## config.mk

```make
export PLATFORM = sky130hd
export DESIGN_NAME = mandelbrot_escape_time_core
export DESIGN_NICKNAME = d
export VERILOG_FILES = /design/src/rtl/met_pkg.sv /design/src/rtl/met_mul.sv /design/src/rtl/met_core.sv /design/src/rtl/mandelbrot_escape_time_core.sv
export SDC_FILE = /design/constraint.sdc
export NUM_CORES = 2
export LEC_CHECK = 0
export BUFFER_PORTS_ARGS = -buffer_cell sky130_fd_sc_hd__buf_2
export CORE_MARGIN = 5
export CORE_UTILIZATION = 65
export DETAILED_ROUTE_END_ITERATION = 16
export GPL_ROUTABILITY_DRIVEN = 0
export GPL_TIMING_DRIVEN = 0
export MAX_ROUTING_LAYER = met4
export PLACE_DENSITY_LB_ADDON = 0.15
export REMOVE_ABC_BUFFERS = 1
export SLEW_MARGIN = 20
export SYNTH_ARGS = -nofsm -noshare
export SYNTH_HDL_FRONTEND = slang
export SYNTH_HIERARCHICAL = 1
export SYNTH_SLANG_ARGS = --single-unit
```

## constraint.sdc

```tcl
create_clock -name i_clk -period 26.4 [get_ports i_clk]
set_input_delay 5.28 -clock i_clk [delete_from_list [all_inputs] [get_ports i_clk]]
set_output_delay 5.28 -clock i_clk [all_outputs]
set_load 0.01 [all_outputs]
```

## src/rtl/met_pkg.sv

```systemverilog
`timescale 1ns / 1ps
// Shared constants and types for the Mandelbrot escape-time core.
// No dependencies; used by met_mul, met_core and mandelbrot_escape_time_core.
package met_pkg;

    localparam int FRAC_BITS_DEF = 24;
    localparam int Z_WIDTH_DEF   = 48;
    localparam int IN_FRAC       = 24;
    localparam int C_WIDTH       = 32;
    localparam int LIMB_W        = 32;

    localparam int ITER_W     = 15;
    localparam int RADIUS_W   = 10;
    localparam int RSQ_W      = 2 * RADIUS_W;
    localparam int CFG_ADDR_W = 4;
    localparam int CFG_DATA_W = 15;

    localparam logic [CFG_ADDR_W-1:0] CFG_MAX_ITER = CFG_ADDR_W'(0);
    localparam logic [CFG_ADDR_W-1:0] CFG_RADIUS   = CFG_ADDR_W'(1);

    localparam logic [ITER_W-1:0] MAX_ITER_RST = ITER_W'(1000);
    localparam logic [RSQ_W-1:0]  RSQ_RST      = RSQ_W'(1000 * 1000);

    typedef struct packed {
        logic [ITER_W-1:0] max_iter;
        logic [RSQ_W-1:0]  radius_sq;
    } t_met_cfg;

    typedef struct packed {
        logic              escaped;
        logic [ITER_W-1:0] iterations;
    } t_met_res;

endpackage

```

## src/rtl/met_mul.sv

```systemverilog
`timescale 1ns / 1ps
// Shared unsigned multiplier: one 32x32 partial product per cycle, accumulated.
// Depends on met_pkg.
module met_mul
    import met_pkg::*;
#(
    parameter int Z_WIDTH = Z_WIDTH_DEF
) (
    input  logic                   i_clk,
    input  logic                   i_rst_n,
    input  logic                   i_start,
    input  logic [Z_WIDTH-1:0]     i_a,
    input  logic [Z_WIDTH-1:0]     i_b,
    output logic                   o_done,
    output logic [2*Z_WIDTH-1:0]   o_prod
);

    localparam int NL = (Z_WIDTH + LIMB_W - 1) / LIMB_W;
    localparam int PW = NL * LIMB_W;
    localparam int IW = (NL > 1) ? $clog2(NL) : 1;
    localparam int SW = (NL > 1) ? $clog2(2 * NL - 1) : 1;

    logic [PW-1:0]       r_a;
    logic [PW-1:0]       r_b;
    logic [IW-1:0]       r_ia;
    logic [IW-1:0]       r_ib;
    logic                r_run;
    logic [2*LIMB_W-1:0] r_pp;
    logic [SW-1:0]       r_pp_sh;
    logic                r_pp_vld;
    logic                r_pp_last;
    logic [2*PW-1:0]     r_acc;
    logic                r_done;

    logic                last_pp;
    logic [2*PW-1:0]     pp_ext;

    assign last_pp = (r_ia == IW'(NL - 1)) && (r_ib == IW'(NL - 1));
    assign pp_ext  = {{(2*PW-2*LIMB_W){1'b0}}, r_pp};

    always_ff @(posedge i_clk) begin
        if (!i_rst_n) begin
            r_run     <= 1'b0;
            r_pp_vld  <= 1'b0;
            r_pp_last <= 1'b0;
            r_done    <= 1'b0;
        end else begin
            r_pp_vld  <= r_run;
            r_pp_last <= r_run && last_pp;
            r_done    <= r_pp_vld && r_pp_last;
            if (i_start) begin
                r_run <= 1'b1;
            end else if (r_run && last_pp) begin
                r_run <= 1'b0;
            end
        end
    end

    always_ff @(posedge i_clk) begin
        if (i_start) begin
            r_a   <= PW'(i_a);
            r_b   <= PW'(i_b);
            r_ia  <= '0;
            r_ib  <= '0;
            r_acc <= '0;
        end else begin
            if (r_run) begin
                if (r_ib == IW'(NL - 1)) begin
                    r_ib <= '0;
                    r_ia <= r_ia + 1'b1;
                end else begin
                    r_ib <= r_ib + 1'b1;
                end
            end
            if (r_pp_vld) begin
                r_acc <= r_acc + (pp_ext << (LIMB_W * r_pp_sh));
            end
        end
        r_pp    <= r_a[LIMB_W*r_ia +: LIMB_W] * r_b[LIMB_W*r_ib +: LIMB_W];
        r_pp_sh <= SW'(r_ia) + SW'(r_ib);
    end

    assign o_done = r_done;
    assign o_prod = r_acc[2*Z_WIDTH-1:0];

endmodule

```

## src/rtl/met_core.sv

```systemverilog
`timescale 1ns / 1ps
// Sequencer and datapath of the escape-time iteration around the shared multiplier.
// Depends on met_pkg and met_mul.
module met_core
    import met_pkg::*;
#(
    parameter int FRAC_BITS = FRAC_BITS_DEF,
    parameter int Z_WIDTH   = Z_WIDTH_DEF
) (
    input  logic               i_clk,
    input  logic               i_rst_n,
    input  t_met_cfg           i_cfg,
    input  logic               i_start,
    input  logic [C_WIDTH-1:0] i_c_real,
    input  logic [C_WIDTH-1:0] i_c_imag,
    output logic               o_idle,
    output logic               o_res_valid,
    input  logic               i_res_ready,
    output t_met_res           o_res
);

    localparam int Z   = Z_WIDTH;
    localparam int SHL = (FRAC_BITS >= IN_FRAC) ? FRAC_BITS - IN_FRAC : 0;
    localparam int SHR = (FRAC_BITS < IN_FRAC) ? IN_FRAC - FRAC_BITS : 0;
    localparam int LW  = RSQ_W + 2 * FRAC_BITS;
    localparam int CW  = (2 * Z + 1 > LW) ? 2 * Z + 1 : LW;

    typedef enum logic [6:0] {
        S_IDLE = 7'b0000001,
        S_SQX  = 7'b0000010,
        S_SQY  = 7'b0000100,
        S_XY   = 7'b0001000,
        S_IM   = 7'b0010000,
        S_UPD  = 7'b0100000,
        S_OUT  = 7'b1000000
    } t_state;

    function automatic logic [Z-1:0] mag(input logic [Z-1:0] v);
        mag = v[Z-1] ? (~v + 1'b1) : v;
    endfunction

    function automatic logic [Z-1:0] sat_z(input logic [2*Z:0] v);
        logic same;
        same  = (&v[2*Z:Z-1]) || !(|v[2*Z:Z-1]);
        sat_z = same ? v[Z-1:0] : (v[2*Z] ? {1'b1, {(Z-1){1'b0}}} : {1'b0, {(Z-1){1'b1}}});
    endfunction

    t_state            r_state, n_state;
    logic              r_launch, n_launch;
    logic              r_init, n_init;
    logic              r_esc, n_esc;
    logic [ITER_W-1:0] r_i, n_i;
    logic [Z-1:0]      r_x, n_x;
    logic [Z-1:0]      r_y, n_y;
    logic [Z-1:0]      r_cr, n_cr;
    logic [Z-1:0]      r_ci, n_ci;
    logic [2*Z-1:0]    r_x2, n_x2;
    logic [2*Z-1:0]    r_y2, n_y2;
    logic [2*Z-1:0]    r_re, n_re;
    logic [2*Z:0]      r_im, n_im;

    logic signed [Z-1:0] cr_ext, ci_ext, cr_z, ci_z;
    logic [Z-1:0]        mag_x, mag_y, mul_a, mul_b;
    logic                mul_done;
    logic [2*Z-1:0]      prod;
    logic [2*Z:0]        prod_z;
    logic signed [2*Z:0] re_sh, im_sh;
    logic [2*Z:0]        cr_w, ci_w, re_sum, im_sum;
    logic [2*Z:0]        sq_sum;
    logic [CW-1:0]       limit;
    logic                esc_hit;
    logic [ITER_W-1:0]   i_next;

    assign cr_ext = {{(Z-C_WIDTH){i_c_real[C_WIDTH-1]}}, i_c_real};
    assign ci_ext = {{(Z-C_WIDTH){i_c_imag[C_WIDTH-1]}}, i_c_imag};
    assign cr_z   = (cr_ext <<< SHL) >>> SHR;
    assign ci_z   = (ci_ext <<< SHL) >>> SHR;

    assign mag_x = mag(r_x);
    assign mag_y = mag(r_y);
    assign mul_a = (r_state == S_SQY) ? mag_y : mag_x;
    assign mul_b = (r_state == S_SQX) ? mag_x : mag_y;

    met_mul #(
        .Z_WIDTH(Z_WIDTH)
    ) u_mul (
        .i_clk  (i_clk),
        .i_rst_n(i_rst_n),
        .i_start(r_launch),
        .i_a    (mul_a),
        .i_b    (mul_b),
        .o_done (mul_done),
        .o_prod (prod)
    );

    assign prod_z = {1'b0, prod};
    assign re_sh  = $signed({r_re[2*Z-1], r_re}) >>> FRAC_BITS;
    assign im_sh  = $signed(r_im) >>> (FRAC_BITS - 1);
    assign cr_w   = {{(Z+1){r_cr[Z-1]}}, r_cr};
    assign ci_w   = {{(Z+1){r_ci[Z-1]}}, r_ci};
    assign re_sum = re_sh + cr_w;
    assign im_sum = im_sh + ci_w;

    assign sq_sum  = {1'b0, r_x2} + prod_z;
    assign limit   = CW'(i_cfg.radius_sq) << (2 * FRAC_BITS);
    assign esc_hit = CW'(sq_sum) > limit;
    assign i_next  = r_init ? r_i : r_i + 1'b1;

    always_comb begin
        n_state  = r_state;
        n_launch = 1'b0;
        n_init   = r_init;
        n_esc    = r_esc;
        n_i      = r_i;
        n_x      = r_x;
        n_y      = r_y;
        n_cr     = r_cr;
        n_ci     = r_ci;
        n_x2     = r_x2;
        n_y2     = r_y2;
        n_re     = r_re;
        n_im     = r_im;
        unique case (r_state)
            S_IDLE: begin
                if (i_start) begin
                    n_cr     = cr_z;
                    n_ci     = ci_z;
                    n_x      = cr_z;
                    n_y      = ci_z;
                    n_i      = '0;
                    n_init   = 1'b1;
                    n_esc    = 1'b0;
                    n_launch = 1'b1;
                    n_state  = S_SQX;
                end
            end
            S_SQX: begin
                if (mul_done) begin
                    n_x2     = prod;
                    n_launch = 1'b1;
                    n_state  = S_SQY;
                end
            end
            S_SQY: begin
                if (mul_done) begin
                    n_y2   = prod;
                    n_init = 1'b0;
                    if (!r_init && esc_hit) begin
                        n_esc   = 1'b1;
                        n_state = S_OUT;
                    end else begin
                        n_i = i_next;
                        if (i_next == i_cfg.max_iter) begin
                            n_state = S_OUT;
                        end else begin
                            n_launch = 1'b1;
                            n_state  = S_XY;
                        end
                    end
                end
            end
            S_XY: begin
                n_re = r_x2 - r_y2;
                if (mul_done) begin
                    n_im    = (r_x[Z-1] ^ r_y[Z-1]) ? (~prod_z + 1'b1) : prod_z;
                    n_state = S_IM;
                end
            end
            S_IM: begin
                n_x     = sat_z(re_sum);
                n_y     = sat_z(im_sum);
                n_state = S_UPD;
            end
            S_UPD: begin
                n_launch = 1'b1;
                n_state  = S_SQX;
            end
            S_OUT: begin
                if (i_res_ready) begin
                    n_state = S_IDLE;
                end
            end
            default: begin
                n_state = S_IDLE;
            end
        endcase
    end

    always_ff @(posedge i_clk) begin
        if (!i_rst_n) begin
            r_state  <= S_IDLE;
            r_launch <= 1'b0;
            r_init   <= 1'b0;
            r_esc    <= 1'b0;
            r_i      <= '0;
        end else begin
            r_state  <= n_state;
            r_launch <= n_launch;
            r_init   <= n_init;
            r_esc    <= n_esc;
            r_i      <= n_i;
        end
    end

    always_ff @(posedge i_clk) begin
        r_x  <= n_x;
        r_y  <= n_y;
        r_cr <= n_cr;
        r_ci <= n_ci;
        r_x2 <= n_x2;
        r_y2 <= n_y2;
        r_re <= n_re;
        r_im <= n_im;
    end

    assign o_idle          = (r_state == S_IDLE);
    assign o_res_valid     = (r_state == S_OUT);
    assign o_res.iterations = r_i;
    assign o_res.escaped    = r_esc;

endmodule

```

## src/rtl/mandelbrot_escape_time_core.sv

```systemverilog
`timescale 1ns / 1ps
// Top level of the Mandelbrot escape-time core: configuration, stream ports, result register.
// Depends on met_pkg, met_core and met_mul.

// One item is a point c in signed Q8.24. Starting from z = c, the core iterates
// z = z*z + c in saturating Q(Z_WIDTH-FRAC_BITS).FRAC_BITS until |z|^2 exceeds the
// squared escape radius or max_iterations rounds have run. All products go through one
// shared multiplier that takes one 32x32 partial product per cycle; each product
// is built from NL*NL partial products, NL being the number of 32-bit limbs of Z_WIDTH.
// A round needs three products (x*x, y*y, x*y) plus the update states S_IM and S_UPD.
// An item is accepted only while the core is idle, and s_axis_tready stays low
// until its result has moved into the output register. Configuration writes are taken
// in every cycle and should only be issued while no item is in flight.
module mandelbrot_escape_time_core
    import met_pkg::*;
#(
    parameter int FRAC_BITS = FRAC_BITS_DEF,
    parameter int Z_WIDTH   = Z_WIDTH_DEF
) (
    input  logic                  i_clk,
    input  logic                  i_rst_n,
    input  logic                  i_cfg_valid,
    output logic                  o_cfg_ready,
    input  logic [CFG_ADDR_W-1:0] i_cfg_addr,
    input  logic [CFG_DATA_W-1:0] i_cfg_data,
    input  logic                  s_axis_tvalid,
    output logic                  s_axis_tready,
    input  logic [63:0]           s_axis_tdata,  // c_real[31:0], c_imag[63:32]
    output logic                  m_axis_tvalid,
    input  logic                  m_axis_tready,
    output logic [15:0]           m_axis_tdata   // iterations[14:0], escaped[15]
);

    t_met_cfg r_cfg;
    t_met_res r_m_data;
    logic     r_m_valid;

    t_met_res core_res;
    logic     core_idle;
    logic     core_res_valid;
    logic     res_ready;
    logic     in_accept;

    assign o_cfg_ready = 1'b1;

    always_ff @(posedge i_clk) begin
        if (!i_rst_n) begin
            r_cfg.max_iter  <= MAX_ITER_RST;
            r_cfg.radius_sq <= RSQ_RST;
        end else if (i_cfg_valid) begin
            if (i_cfg_addr == CFG_MAX_ITER) begin
                r_cfg.max_iter <= i_cfg_data[ITER_W-1:0];
            end else if (i_cfg_addr == CFG_RADIUS) begin
                r_cfg.radius_sq <= RSQ_W'(i_cfg_data[RADIUS_W-1:0])
                                 * RSQ_W'(i_cfg_data[RADIUS_W-1:0]);
            end
        end
    end

    assign in_accept     = s_axis_tvalid && s_axis_tready;
    assign s_axis_tready = core_idle;
    assign res_ready     = !r_m_valid || m_axis_tready;

    met_core #(
        .FRAC_BITS(FRAC_BITS),
        .Z_WIDTH  (Z_WIDTH)
    ) u_core (
        .i_clk      (i_clk),
        .i_rst_n    (i_rst_n),
        .i_cfg      (r_cfg),
        .i_start    (in_accept),
        .i_c_real   (s_axis_tdata[31:0]),
        .i_c_imag   (s_axis_tdata[63:32]),
        .o_idle     (core_idle),
        .o_res_valid(core_res_valid),
        .i_res_ready(res_ready),
        .o_res      (core_res)
    );

    always_ff @(posedge i_clk) begin
        if (!i_rst_n) begin
            r_m_valid <= 1'b0;
        end else if (res_ready) begin
            r_m_valid <= core_res_valid;
        end
    end

    always_ff @(posedge i_clk) begin
        if (res_ready && core_res_valid) begin
            r_m_data <= core_res;
        end
    end

    assign m_axis_tvalid = r_m_valid;
    assign m_axis_tdata  = {r_m_data.escaped, r_m_data.iterations};

endmodule

```

======== Yosys cells after proc, flatten, opt, wreduce, memory -nomap -nowiden ========
Cells that the tools add are included.
cells by class
  divide/modulo/power cells ............... 0
  mux-type cells .......................... 42
  bitwise gates (word level) .............. 5
  equal/unequal tests ..................... 16
  add/subtract/negate cells ............... 12
  $mul .................................... 2
  shifts and indexed selects .............. 3
  reduce and logical (&&, ||, !) cells .... 33
  magnitude comparators ................... 1
operators with widths
  cell                   number
  $mux 48                10
  $pmux 48 s2            2
  $add 128x128->128      1
  $shiftx 64x7->32       2
  $shl 64x7->128         1
  $reduce_and 50->1      2
  $reduce_or 50->1       2
  $add 96x96->97         1
  $add 97x1->97 const B  1
  $gt 97x68->1           1
  $not 96->97            1
  $add 48x1->48 const B  2
  $mux 96                1
  $not 48->48            2
  $sub 96x96->96         1
  $add 74x32->75         1
  $add 72x32->73         1
  $mul 32x32->64         1
  $mux 15                4
  $mux 7                 7
  $pmux 7 s7             1
  $pmux 15 s2            1
  $mul 10x10->20         1
  $add 15x1->15 const B  1
  27 further kinds       66
storage, ports and cells
  latch bits .............................. 0
  bits in writable memories ............... 0
  ROM bits ................................ 0
  register bits ........................... 918
  memories ................................ 0
  output and inout port bits .............. 19
  input port bits ......................... 88

======== Logic depth before layout (Yosys ltp) ========
  depth after elaboration ................. 7
  depth in mapped cells ................... 33

======== By module ========
The synthesis kept the hierarchy.
by module, submodules not included
  module                       area an instance (µm²)  times used  cells an instance
  met_mul                      47669.5                 1           5422
  met_core                     43312.8                 1           4878
  mandelbrot_escape_time_core  4593.2                  1           499

======== Least setup slack after synthesis ========
OpenSTA, ideal clock, no wires.
  path type ............................... input -> register
  start point ............................. input i_cfg_data[9]
  end point ............................... register r_cfg[19] (netlist name)
  data required time ...................... 26.265 ns
  arrival ................................. 9.753 ns
  setup time .............................. 0.135 ns
  path slack .............................. 16.512 ns
  stages on the path ...................... 18
  cells stage by stage .................... clkbuf_1 -> nand2_1 -> fa_1 -> fa_1 -> inv_1 -> fa_1 -> fa_1 -> inv_1 -> fa_1 -> inv_1 -> ha_1 -> nand3_1 -> o22ai_1 -> nand2b_2 -> o31a_1 -> a2bb2oi_2 -> xnor2_1 -> o211ai_1
on the way
  word-level cells in the longest chain between the ends .. 1
RTL lines
  element             line                               RTL
  start: declaration  mandelbrot_escape_time_core.sv:25  input logic [CFG_DATA_W-1:0] i_cfg_data,
  $mul 10x10->20      mandelbrot_escape_time_core.sv:55  * RSQ_W'(i_cfg_data[RADIUS_W-1:0]);
  end: declaration    mandelbrot_escape_time_core.sv:34  t_met_cfg r_cfg;
No other way between the ends.
A chain may end at the register's enable or synchronous reset.

======== Worst setup path after layout ========
  start point ............................. register u_core.u_mul.r_ia
  end point ............................... register u_core.u_mul.r_pp[62]
on the way
  word-level cells in the longest chain between the ends .. 2
RTL lines
  element                   line           RTL
  start: declaration        met_mul.sv:25  logic [IW-1:0] r_ia;
  start signal: assignment  met_mul.sv:70  r_ia <= r_ia + 1'b1;
  $shiftx 64x7->32          met_mul.sv:79  r_pp <= r_a[LIMB_W*r_ia +: LIMB_W] * r_b[LIMB_W*r_ib +: LIMB_W];
  $mul 32x32->64            met_mul.sv:79
  end signal: assignment    met_mul.sv:79
  end: declaration          met_mul.sv:28  logic [2*LIMB_W-1:0] r_pp;
No other way between the ends.

==> qor.yml <==
worst_setup_path:
  worstReg2RegEnd: "u_core/u_mul/r_pp[62]"
  slowest_delay_ns: 0.72
  crit_required_ns: 27.02
  crit_top_cell: "fa_1"
  r2r_start: "u_core/u_mul/r_ia"
  path_max_fanout: 35
  startpoint: "u_core/u_mul/r_ia"
  crit_arrival_ns: 10.49
  r2r_cells: 28
  crit_path_end: "u_core/u_mul/r_pp[62]"
  crit_slowest_cell: "dfxtp_4"
  crit_type: "flop to flop"
  r2r_slack_ns: 16.53
  end_kind: "flop"
  cp-start-kind: "flop"
sta:
  setup_slack_ns: 16.53
  fin_setup_tns_ns: 0
  period_share: 0.374
  setup_viol: 0
  slew_violations: 0
  hold_viol_final: 0
  tightestPinTransition_ns: 1.32
  rsz0062_at_grt: "false"
  max_freq_mhz: 101
  slew_headroom: 0.113
  holdWs_ns: 0.436
  skew_ns: 0.0486
  period_minus_slack_ns: 9.87
drt:
  post_drt_via_cell_ratio: 6.65
  via_count: 83700
  first_iter_violations: 11000
  ant_nets: 0
  routed_wl_um: 317000
  drt-wirelength-per-cell_um: 25.2
  drc: 0
  drtPass1Iterations: 10
finish:
  ff_latch_area_um2: 22900
  post-route-util: 0.699
  area_delta_synth_final_pct: 6.73
  drive_gt1_frac: 0.0561
  nFillCells: 11100
  final_nets: 12400
  multi_input_area_um2: 66600
logic_synthesis:
  synth_cells: 10800
  netlist-cell-type-count: 117
  synth_edf_count: 610
  async_flop_share: 0
  synth_simple_gate_area_frac: 0.155
  ys_ff_latch: 838
  yosys-top-cells-area: "fa_1, edfxtp_1, ha_1"
  yosysSeqAreaShare: 0.239
  synthMuxAreaShare: 0.0182
  synth_compound_area_frac: 0.162
  synthAdderAreaFrac: 0.299
  synth_top_family_by_area: "adder cells"
  synthXorXnorAreaFrac: 0.0551
  ys.flop_type: "edfxtp_1"
  synth_top_area_cell: "fa_1"
  post_synth.cell_area_avg_um2: 8.85
  synthesis.area_um2: 95600
  yosys_warnings: 6
  yosysTopAreaCellShare: 0.198
clock_tree:
  htree_levels: 3
  clock_latency_ns: 0.73
  cts_tree: "done"
  cts_buffers: 85
  cts_hold_buf: 0
  path_clk_slew_ns: 0.06
  cts.repair.resized: 0
  post_cts_buffers: 0
  ctsRootBufferMaster: "clkbuf_16"
  cts_buffer_depth: 3
  numClockSinks: 838
floorplan:
  start_util: 0.655
  fp.coreArea_um2: 146000
  die_h_um: 393
  io-pin-count: 107
  die_w_um: 393
  die-area_um2: 155000
  rows: 140
global_routing:
  antenna_found_initial: 31
  grt_start_max_net_pins: 71
  grt_pass1_wl_um: 480000
  grt_usage: 0.413
  grt-ovfl-total: 0
  grt_pass1_vias: 80400
min_path:
  hp-class: "flop to flop"
placement:
  hpwl_um: 253000
  place_ws_ns: 16.18
  portBuffers: 105
status:
  status: "finished, final reports clean"
job:
  maxCapViolations: 0
-- logic make-up after synthesis --
kind of cell,Yosys count
flops,838
buf+inv,1798
simple gates,3261
fa+ha+maj,1714
mux,168
other cells,2
compound gates,2417
xor+xnor,601
-- layout by cell type, fill, tap and decap left out, types with 68 or more instances in the layout --
master,synthesis,final
ha_1,767,767
nand4_1,160,160
nand2_1,1082,1081
edfxtp_1,610,610
buf_2,28,110
nand3_1,135,135
xnor2_1,387,384
o21bai_1,106,106
a21o_1,273,273
a31oi_1,69,69
nand2b_1,91,76
nor3_1,120,120
inv_1,1287,1285
clkbuf_16,0,88
a21oi_1,806,805
xor2_1,214,213
nor2b_1,104,71
nor2_1,1129,1127
o21a_1,84,84
dfxtp_1,228,222
o31ai_1,69,68
and2_1,109,108
fa_1,947,947
o21ai_0,485,485
mux2i_1,128,97
-- final cells by class --
| class | instances | share of cell area |
|---|---|---|
| inverters | 1288 | 0.0475 |
| repair buffers | 205 | 0.0227 |
| diodes | 27 | 0.000662 |
| clock buffers | 99 | 0.0220 |
| clock inverters | 58 | 0.00671 |
| well taps | 1917 | 0.0235 |
| flip-flops and latches | 838 | 0.224 |
| multi-input cells | 8163 | 0.652 |
-- cells in the mapped netlist, types with 84 or more instances --
master / instances
a21o_1: 273
a21oi_1: 806
and2_1: 109
clkbuf_1: 442
dfxtp_1: 228
edfxtp_1: 610
fa_1: 947
ha_1: 767
inv_1: 1287
mux2i_1: 128
nand2_1: 1082
nand2b_1: 91
nand3_1: 135
nand4_1: 160
nor2_1: 1129
nor2b_1: 104
nor3_1: 120
o21a_1: 84
o21ai_0: 485
o21bai_1: 106
xnor2_1: 387
xor2_1: 214
-- worst min path at each step --
| stage | start | to | cells after the start |
|---|---|---|---|
| after detailed placement | u_core/r_esc | m_axis_tdata[15] | 0 |
| after global routing | u_core/r_esc | m_axis_tdata[15] | 0 |
| after CTS | u_core/r_esc | m_axis_tdata[15] | 0 |
| after floorplan | u_core/r_esc | m_axis_tdata[15] | 0 |
| after global placement | u_core/r_esc | m_axis_tdata[15] | 0 |
| final | u_core/r_esc | m_axis_tdata[15] | 0 |
-- sequential cells by signal (all words and copies together) (netlist names), 2 cells and up --
register and flops:
u_core/r_ci 32, u_core/r_state 7, u_core/u_mul/r_b 48, u_core/r_x 48, u_core/u_mul/r_a 48, u_core/u_mul/r_acc 96, m_axis_tdata 16, u_core/r_i 15
u_core/r_re 72, u_core/r_cr 32, u_core/r_x2 96, u_core/r_im 74, u_core/u_mul/r_pp 64, r_cfg 34, u_core/r_y2 96, u_core/u_mul/r_pp_sh 2
u_core/r_y 48
-- worst max-delay path, delay by kind of cell (launching register included) --
family	cells	cell delay, ns
fa+ha+maj	9	4.64
compound gates	6	1.46
simple gates	5	1.29
buf+inv	6	0.83
flops	1	0.72
mux	1	0.64
xor+xnor	1	0.14
-- metal layers --
metal  track usage  routed length [µm]  up-vias
met2         0.560              128000     5749
met5             -                   0        -
met4         0.236               24200        0
li1              -                   -    36400
met1         0.528              118000    40200
met3         0.155               47300     1300
-- through the flow --
step                std cells  cell area [µm²]
finish                  12600           102000
global route            12600           102000
CTS                     12600           102000
detailed placement      12400            99000
global placement        12300            96500
floorplan               10300            93600
Power is not shown: default switching activity piles up to over one toggle a cycle in this logic, so the estimate is an artifact.
